## src/hw/rtl/assert_macros.svh

```systemverilog
// Assertion shorthands shared by the decoder modules.
// Both expect a clock named clk and an active-low reset named arst_n.
`ifndef ASSERT_MACROS_SVH
`define ASSERT_MACROS_SVH

// Property that must hold at every clock edge out of reset.
`define HSFD_ASSERT(label, prop, msg) \
	label: assert property (@(posedge clk) disable iff (!arst_n) (prop)) \
		else $error(msg);

// Consequence that must hold in the cycle after the antecedent.
`define HSFD_ASSERT_NEXT(label, ante, cons, msg) \
	label: assert property (@(posedge clk) disable iff (!arst_n) (ante) |=> (cons)) \
		else $error(msg);

`endif

```

## src/hw/rtl/hsfd_pkg.sv

```systemverilog
package hsfd_pkg;

	// Byte positions inside a reply frame
	localparam logic [2:0] POS_T_HI  = 3'd0;
	localparam logic [2:0] POS_T_LO  = 3'd1;
	localparam logic [2:0] POS_T_CRC = 3'd2;
	localparam logic [2:0] POS_H_HI  = 3'd3;
	localparam logic [2:0] POS_H_LO  = 3'd4;
	localparam logic [2:0] POS_H_CRC = 3'd5;

	localparam logic [7:0] CRC_POLY = 8'h31;
	localparam logic [7:0] CRC_INIT = 8'hFF;

	// Conversion constants
	localparam logic [30:0] TEMP_SPAN   = 31'd17500;
	localparam logic [30:0] HUM_SPAN    = 31'd10000;
	localparam logic [15:0] TEMP_OFFSET = 16'd22815;
	localparam logic [31:0] RAW_FULL    = 32'd65535;

	// Register indexes on the configuration port
	localparam logic REG_FRAME_KIND = 1'b0;

	localparam logic KIND_MEASURE = 1'b0;
	localparam logic KIND_STATUS  = 1'b1;

	typedef struct packed {
		logic [7:0] rx_byte;
		logic       frame_start;
	} hsfd_in_t;

	typedef struct packed {
		logic [15:0] temperature_centikelvin;
		logic [13:0] humidity_centipercent;
		logic [15:0] status_word;
		logic        crc_ok;
		logic        values_updated;
	} hsfd_out_t;

	// Finished frame handed from the byte decoder to the scaling pipeline
	typedef struct packed {
		logic [15:0] status_word;
		logic [15:0] raw_humidity;
		logic        crc_ok;
		logic        values_updated;
	} hsfd_emit_t;

	function automatic logic [7:0] crc8_byte(input logic [7:0] crc, input logic [7:0] data);
		logic [7:0] r;
		r = crc ^ data;
		for (int i = 0; i < 8; i++) begin
			if (r[7]) begin
				r = {r[6:0], 1'b0} ^ CRC_POLY;
			end else begin
				r = {r[6:0], 1'b0};
			end
		end
		return r;
	endfunction

	// Quotient by 65535, low by at most one: (x + x/65536) / 65536
	function automatic logic [15:0] quot_est(input logic [30:0] x);
		logic [31:0] s;
		s = {1'b0, x} + {17'd0, x[30:16]};
		return s[31:16];
	endfunction

	// Bump the estimate when the remainder still reaches the divisor
	function automatic logic [15:0] quot_fix(input logic [30:0] x, input logic [15:0] q);
		logic [31:0] r;
		r = {1'b0, x} + {16'd0, q} - {q, 16'd0};
		return (r >= RAW_FULL) ? q + 16'd1 : q;
	endfunction

endpackage

```

## src/hw/rtl/hsfd_frame.sv

```systemverilog
`include "assert_macros.svh"

module hsfd_frame (
	input  logic               clk,
	input  logic               arst_n,
	input  logic               adv,
	input  logic               in_valid,
	input  hsfd_pkg::hsfd_in_t in_data,
	input  logic               frame_kind,
	output logic               valid_s2,
	output hsfd_pkg::hsfd_emit_t emit_s2
);

	logic               valid_s1;
	hsfd_pkg::hsfd_in_t item_s1;

	logic [2:0]  pos_q;
	logic [7:0]  crc_q;
	logic [15:0] first_word_q;
	logic [7:0]  second_hi_q;
	logic [7:0]  second_lo_q;
	logic        first_good_q;

	logic [2:0]  pos_cur;
	logic [2:0]  pos_d;
	logic [7:0]  crc_d;
	logic [15:0] first_word_d;
	logic [7:0]  second_hi_d;
	logic [7:0]  second_lo_d;
	logic        first_good_d;
	logic        emit;
	hsfd_pkg::hsfd_emit_t emit_d;
	logic        crc_match;
	logic [7:0]  crc_step;

	always_ff @(posedge clk or negedge arst_n) begin
		if (!arst_n) begin
			valid_s1 <= 1'b0;
		end else if (adv) begin
			valid_s1 <= in_valid;
		end
	end

	always_ff @(posedge clk) begin
		if (adv) begin
			item_s1 <= in_data;
		end
	end

	always_comb begin
		pos_cur = (item_s1.frame_start || pos_q > hsfd_pkg::POS_H_CRC) ?
			hsfd_pkg::POS_T_HI : pos_q;
		crc_match = (crc_q == item_s1.rx_byte);
		crc_step = hsfd_pkg::crc8_byte(
			(pos_cur == hsfd_pkg::POS_T_HI || pos_cur == hsfd_pkg::POS_H_HI) ?
			hsfd_pkg::CRC_INIT : crc_q, item_s1.rx_byte);
		pos_d        = pos_cur;
		crc_d        = crc_q;
		first_word_d = first_word_q;
		second_hi_d  = second_hi_q;
		second_lo_d  = second_lo_q;
		first_good_d = first_good_q;
		emit         = 1'b0;
		emit_d.status_word    = first_word_q;
		emit_d.raw_humidity   = {second_hi_q, second_lo_q};
		emit_d.crc_ok         = 1'b0;
		emit_d.values_updated = 1'b0;
		case (pos_cur)
			hsfd_pkg::POS_T_HI: begin
				crc_d = crc_step;
				first_word_d[15:8] = item_s1.rx_byte;
				pos_d = hsfd_pkg::POS_T_LO;
			end
			hsfd_pkg::POS_T_LO: begin
				crc_d = crc_step;
				first_word_d[7:0] = item_s1.rx_byte;
				pos_d = hsfd_pkg::POS_T_CRC;
			end
			hsfd_pkg::POS_T_CRC: begin
				first_good_d = crc_match;
				crc_d = hsfd_pkg::CRC_INIT;
				if (frame_kind == hsfd_pkg::KIND_STATUS) begin
					pos_d = hsfd_pkg::POS_T_HI;
					emit = 1'b1;
					emit_d.crc_ok = crc_match;
				end else begin
					pos_d = hsfd_pkg::POS_H_HI;
				end
			end
			hsfd_pkg::POS_H_HI: begin
				crc_d = crc_step;
				second_hi_d = item_s1.rx_byte;
				pos_d = hsfd_pkg::POS_H_LO;
			end
			hsfd_pkg::POS_H_LO: begin
				crc_d = crc_step;
				second_lo_d = item_s1.rx_byte;
				pos_d = hsfd_pkg::POS_H_CRC;
			end
			default: begin
				crc_d = hsfd_pkg::CRC_INIT;
				pos_d = hsfd_pkg::POS_T_HI;
				emit = 1'b1;
				emit_d.crc_ok = first_good_q && crc_match;
				emit_d.values_updated = first_good_q && crc_match;
			end
		endcase
	end

	always_ff @(posedge clk or negedge arst_n) begin
		if (!arst_n) begin
			pos_q        <= hsfd_pkg::POS_T_HI;
			crc_q        <= hsfd_pkg::CRC_INIT;
			first_word_q <= '0;
			second_hi_q  <= '0;
			second_lo_q  <= '0;
			first_good_q <= 1'b0;
			valid_s2     <= 1'b0;
		end else if (adv) begin
			valid_s2 <= valid_s1 && emit;
			if (valid_s1) begin
				pos_q        <= pos_d;
				crc_q        <= crc_d;
				first_word_q <= first_word_d;
				second_hi_q  <= second_hi_d;
				second_lo_q  <= second_lo_d;
				first_good_q <= first_good_d;
			end
		end
	end

	always_ff @(posedge clk) begin
		if (adv) begin
			emit_s2 <= emit_d;
		end
	end

	`HSFD_ASSERT(pos_in_range, pos_q <= hsfd_pkg::POS_H_CRC, "byte position out of range")
	`HSFD_ASSERT_NEXT(emit_rewinds, adv && valid_s1 && emit, pos_q == hsfd_pkg::POS_T_HI, "position not rewound after frame end")
	`HSFD_ASSERT_NEXT(emit_at_ends, adv && valid_s1 && pos_cur != hsfd_pkg::POS_T_CRC && pos_cur != hsfd_pkg::POS_H_CRC, !valid_s2, "result emitted on a data byte")

endmodule

```

## src/hw/rtl/hsfd_scale.sv

```systemverilog
`include "assert_macros.svh"

module hsfd_scale (
	input  logic                 clk,
	input  logic                 arst_n,
	input  logic                 adv,
	input  logic                 valid_s2,
	input  hsfd_pkg::hsfd_emit_t emit_s2,
	output logic                 out_valid,
	output hsfd_pkg::hsfd_out_t  out_data
);

	logic        valid_s3;
	logic        valid_s4;
	hsfd_pkg::hsfd_emit_t emit_s3;
	hsfd_pkg::hsfd_emit_t emit_s4;
	logic [30:0] prod_t_s3;
	logic [30:0] prod_h_s3;
	logic [30:0] prod_t_s4;
	logic [30:0] prod_h_s4;
	logic [15:0] qe_t_s4;
	logic [15:0] qe_h_s4;

	logic [15:0] held_t_q;
	logic [13:0] held_h_q;

	logic [15:0] quot_t;
	logic [15:0] quot_h;
	logic [15:0] temp_d;
	logic [13:0] hum_d;

	always_ff @(posedge clk or negedge arst_n) begin
		if (!arst_n) begin
			valid_s3  <= 1'b0;
			valid_s4  <= 1'b0;
			out_valid <= 1'b0;
		end else if (adv) begin
			valid_s3  <= valid_s2;
			valid_s4  <= valid_s3;
			out_valid <= valid_s4;
		end
	end

	// Multiply, then estimate the quotient by 65535
	always_ff @(posedge clk) begin
		if (adv) begin
			emit_s3   <= emit_s2;
			prod_t_s3 <= {15'd0, emit_s2.status_word} * hsfd_pkg::TEMP_SPAN;
			prod_h_s3 <= {15'd0, emit_s2.raw_humidity} * hsfd_pkg::HUM_SPAN;
			emit_s4   <= emit_s3;
			prod_t_s4 <= prod_t_s3;
			prod_h_s4 <= prod_h_s3;
			qe_t_s4   <= hsfd_pkg::quot_est(prod_t_s3);
			qe_h_s4   <= hsfd_pkg::quot_est(prod_h_s3);
		end
	end

	always_comb begin
		quot_t = hsfd_pkg::quot_fix(prod_t_s4, qe_t_s4);
		quot_h = hsfd_pkg::quot_fix(prod_h_s4, qe_h_s4);
		if (valid_s4 && emit_s4.values_updated) begin
			temp_d = quot_t + hsfd_pkg::TEMP_OFFSET;
			hum_d  = quot_h[13:0];
		end else begin
			temp_d = held_t_q;
			hum_d  = held_h_q;
		end
	end

	always_ff @(posedge clk or negedge arst_n) begin
		if (!arst_n) begin
			held_t_q <= '0;
			held_h_q <= '0;
		end else if (adv) begin
			held_t_q <= temp_d;
			held_h_q <= hum_d;
		end
	end

	always_ff @(posedge clk) begin
		if (adv) begin
			out_data.temperature_centikelvin <= temp_d;
			out_data.humidity_centipercent   <= hum_d;
			out_data.status_word             <= emit_s4.status_word;
			out_data.crc_ok                  <= emit_s4.crc_ok;
			out_data.values_updated          <= emit_s4.values_updated;
		end
	end

	`HSFD_ASSERT(upd_needs_crc, !(out_valid && out_data.values_updated && !out_data.crc_ok), "update without good CRC")
	`HSFD_ASSERT(temp_range, held_t_q == 16'd0 || (held_t_q >= hsfd_pkg::TEMP_OFFSET && held_t_q <= 16'd40315), "held temperature out of range")
	`HSFD_ASSERT(hum_range, held_h_q <= 14'd10000, "held humidity out of range")

endmodule

```

## src/hw/rtl/humidity_sensor_frame_decoder_unit.sv

```systemverilog
// After its last byte, a result passes the decode, multiply and quotient registers to out_data.
// Throughput: one byte per cycle; the pipeline only holds while a result waits under out_stall.
// Stages: input register, byte decode with CRC, multiply, quotient estimate, result register.
// Reset (arst_n low, async): frame position 0, CRC 0xFF, held values 0, frame_kind 0.
// No result is pending after reset; the first byte may be taken on the first edge.
module humidity_sensor_frame_decoder_unit (
	input  logic                clk,
	input  logic                arst_n,
	// byte input channel
	input  logic                in_valid,
	output logic                in_stall,
	input  hsfd_pkg::hsfd_in_t  in_data,
	// result channel
	output logic                out_valid,
	input  logic                out_stall,
	output hsfd_pkg::hsfd_out_t out_data,
	// configuration port
	input  logic                psel,
	input  logic                penable,
	input  logic                pwrite,
	input  logic [2:0]          paddr,
	input  logic [31:0]         pwdata,
	output logic [31:0]         prdata,
	output logic                pready
);

	logic                 adv;
	logic                 frame_kind_q;
	logic                 valid_s2;
	hsfd_pkg::hsfd_emit_t emit_s2;

	// Advance every stage together unless a finished result is held by the sink.
	assign adv      = !out_valid || !out_stall;
	assign in_stall = !adv;

	// Configuration: single frame_kind bit at byte addresses zero to three (paddr[2] low); no wait states.
	assign pready = 1'b1;

	always_ff @(posedge clk or negedge arst_n) begin
		if (!arst_n) begin
			frame_kind_q <= hsfd_pkg::KIND_MEASURE;
		end else if (psel && penable && pwrite && paddr[2] == hsfd_pkg::REG_FRAME_KIND) begin
			frame_kind_q <= pwdata[0];
		end
	end

	always_comb begin
		prdata = '0;
		if (paddr[2] == hsfd_pkg::REG_FRAME_KIND) begin
			prdata[0] = frame_kind_q;
		end
	end

	// Decode bytes, run the per-word CRC and pick out finished frames.
	hsfd_frame u_frame (
		.clk        (clk),
		.arst_n     (arst_n),
		.adv        (adv),
		.in_valid   (in_valid),
		.in_data    (in_data),
		.frame_kind (frame_kind_q),
		.valid_s2   (valid_s2),
		.emit_s2    (emit_s2)
	);

	// Scale raw words, hold the last good values, drive the result register.
	hsfd_scale u_scale (
		.clk       (clk),
		.arst_n    (arst_n),
		.adv       (adv),
		.valid_s2  (valid_s2),
		.emit_s2   (emit_s2),
		.out_valid (out_valid),
		.out_data  (out_data)
	);

endmodule

```

## config.mk

```make
export PLATFORM = sky130hd
export DESIGN_NAME = humidity_sensor_frame_decoder_unit
export DESIGN_NICKNAME = d
export VERILOG_FILES = /design/src/hw/rtl/hsfd_pkg.sv /design/src/hw/rtl/hsfd_frame.sv /design/src/hw/rtl/hsfd_scale.sv /design/src/hw/rtl/humidity_sensor_frame_decoder_unit.sv
export VERILOG_INCLUDE_DIRS = /design/src /design/src/hw/rtl
export SDC_FILE = /design/constraint.sdc
export NUM_CORES = 1
export LEC_CHECK = 0
export BUFFER_PORTS_ARGS = -buffer_cell sky130_fd_sc_hd__buf_4
export CAP_MARGIN = 20
export CORE_UTILIZATION = 50
export CTS_CLUSTER_DIAMETER = 120
export DETAILED_ROUTE_END_ITERATION = 10
export PLACE_DENSITY = 0.67
export SYNTH_ARGS = -nofsm -noshare
export SYNTH_HDL_FRONTEND = slang
export SYNTH_HIERARCHICAL = 1
export SYNTH_SLANG_ARGS = --single-unit
```

## constraint.sdc

```tcl
create_clock -name clk -period 10.1 [get_ports clk]
set_input_delay 0.505 -clock clk [delete_from_list [all_inputs] [get_ports clk]]
set_output_delay 0.505 -clock clk [all_outputs]
set_load 0.03 [all_outputs]
```

==> metrics <==
via/cell ratio 5.36; GRT overflow 0; total core area 48,800 sq um; commonest cells in the netlist inv_1 (365), ha_1 (308), edfxtp_1 (266); Mapped Avg Cell Area 10.7 sq um; Ports 134; gr usage total 20.6%; Setup TNS Final 0 ps; CP Capture Type flop; Synth Cell Area 24,700 sq um; status completed; Finished Cell Area 27,000 sq um; GP Congestion 0.865; f_max 0.162 GHz; Final Hold Vio Count 0; DR WL/cell 16.5 um; Starting Density 50.6%; CTS Buffer Depth 3; kind of critical path reg2reg; worst-skew pair later-pin latency 560 ps; Synth top area share 32.3%; vias in the first global route 16,000; Mapped Cells 2,304; crit share post-route 61.1%; TritonCTS clock tree yes; hpwl dp 38.8 mm; pre-CTS setup slack 3950 ps; largest net degree at the start of global routing 175; TritonCTS Sinks 346; Die Ht 224 um; initial antenna violation count 0; most common cell in the synthesized netlist inv_1; Hold Path Class in2reg; ys flop type edfxtp_1; TritonRoute pass-1 iters 5; antenna viol nets, final 0; Setup crit start kind flop; # port buffers 68; Yosys cell types 109; share of post-route cells with drive strength above 1 9.94%; Die X 224 um; top cells by area, synth edfxtp_1 (32%), ha_1 (16%), dfrtp_1 (7.3%), fa_1 (6.5%), inv_1 (5.5%); post-CTS sizing 0; H-tree levels 2; maximum fanout along the worst path 11; sequential area share after synthesis 40.4%; Post-DP Area 25,700 sq um; area grow syn2layout 9.35%; worst rel slew slack 31.8%; Yosys Warn Count 6; clk_skew 26.4 ps; data arrival time of the critical path 6460 ps; Final setup viols 0; Pins Over Slew Limit 0; clk root buf clkbuf_16; Worst-path clk slew 70 ps; Num CTS Buffers 38; RSZ-0062 raised after global routing false; Antenna diodes 0; Max-Cap Viols 0; EDFF count, synth 266; drt total wl 50.6 mm; WP data required 10,390 ps; via count 16,400; minimum clock period 6170 ps; cell row count 81; Worst Setup Slack, final 3930 ps; Yosys top cell by area edfxtp_1; asr flop ratio synth 23.1%; #FFs+latches synth 346; fin nets 2,803; global-route wire length before repair 82.7 mm; setup bufs post-CTS 0; cts-stage hold buffer count 1; DRC viols 0; Die ar. 50,300 sq um; DRT iter0 DRCs 1,020; Worst-Margin Slew 1020 ps
-- through the flow --
| stage | utilization (%) | std cells | hold WS (ps) |
|---|---|---|---|
| global route | 55.3 | 3058 | 94.6 |
| finish | 55.3 | 3058 | 126 |
| floorplan | - | 2334 | 209 |
| CTS | 55.3 | 3058 | 83.5 |
| detailed placement | 52.7 | 2987 | 405 |
| global placement | 52.7 | 2987 | 402 |
-- critical path, stage by stage (launching register included) --
cell       delay [ps]
edfxtp_1          520
inv_1             210
ha_1              320
inv_1              40
ha_1              430
a21oi_1           220
o21ai_1           150
a221oi_2          400
a21oi_2           170
nor4b_1           340
o221ai_1          210
a2111oi_2         480
nand4_1           380
mux2i_1           350
ha_1              250
and3_1            210
nand3_1           110
o32a_1            240
and3_1            220
nor4b_1           330
o22a_1            240
o21ai_0            90
-- state kept, by name, indices dropped and copies added (netlist names), 18 cells and up --
register	count
u_scale/prod_t_s4	28
u_frame/emit_s2	34
u_scale/prod_h_s4	26
u_scale/prod_h_s3	26
u_scale/prod_t_s3	28
u_scale/out_data	48
u_scale/emit_s3	18
u_scale/emit_s4	18
-- cells by family (layout without fill, tap and decap cells) --
family	Yosys count	count (layout)	share of synthesized area, %
AO/OA/AOI/OAI	421	421	11.6
XOR/XNOR	164	164	6.11
adder cells (fa/ha/maj)	388	388	22.1
buffers and inverters	449	509	7.54
flip-flops	346	346	40.4
multiplexers	57	57	2.55
other	2	32	0.0304
AND/OR/NAND/NOR	477	477	9.64
-- path summary, 6_finish.rpt --
check                           depth (start not counted)                 from              endpoint  slack [ps]
worst max-delay path                                   21  u_scale/qe_t_s4[10]  u_scale/out_data[44]        3930
worst min-delay path                                    1           in_data[4]    u_frame/item_s1[4]         130
min in group asynchronous                               2               arst_n  u_frame/first_good_q         440
max in group asynchronous                               3               arst_n   u_scale/held_t_q[3]        8610
worst min register to register                          0  u_scale/emit_s4[31]  u_scale/out_data[15]         410
worst max register to register                         21  u_scale/qe_t_s4[10]  u_scale/out_data[44]        3930
-- final cells by class --
class                      count  area, sq um
timing repair buffer          74          571
clock inverter                22          273
tap                          664          831
sequential                   346        10000
fill                        4230        21800
clock buffer                  48         1010
multi-input combinational   1539        13000
inverter                     365         1370
-- metal layers --
metal / routed length (um) / track usage (%) / part of all wire (%) / vias to the layer above
met5: 0 / 0 / 0 / -
met4: 839 / 5.51 / 1.7 / 0
met3: 2110 / 2.91 / 4.2 / 58
met2: 23500 / 34.0 / 46 / 339
met1: 24200 / 28.6 / 48 / 7871
li1: - / - / - / 8125
-- cell usage in the layout (no fill, tap or decap), drive strengths merged, types with 32 or more instances in the layout --
master  instances
dfrtp          72
xor2           43
buf            73
a21oi         107
o21ai         110
conb           32
nor2          103
nor3           40
ha            308
edfxtp        266
a21o           47
inv           370
clkbuf         48
fa             80
nand2         147
xnor2         120
nand3          51
mux2           47
Power is left out: the tool's default activity adds up to more than one toggle a clock period on the data nets, which glitch-free logic cannot reach.
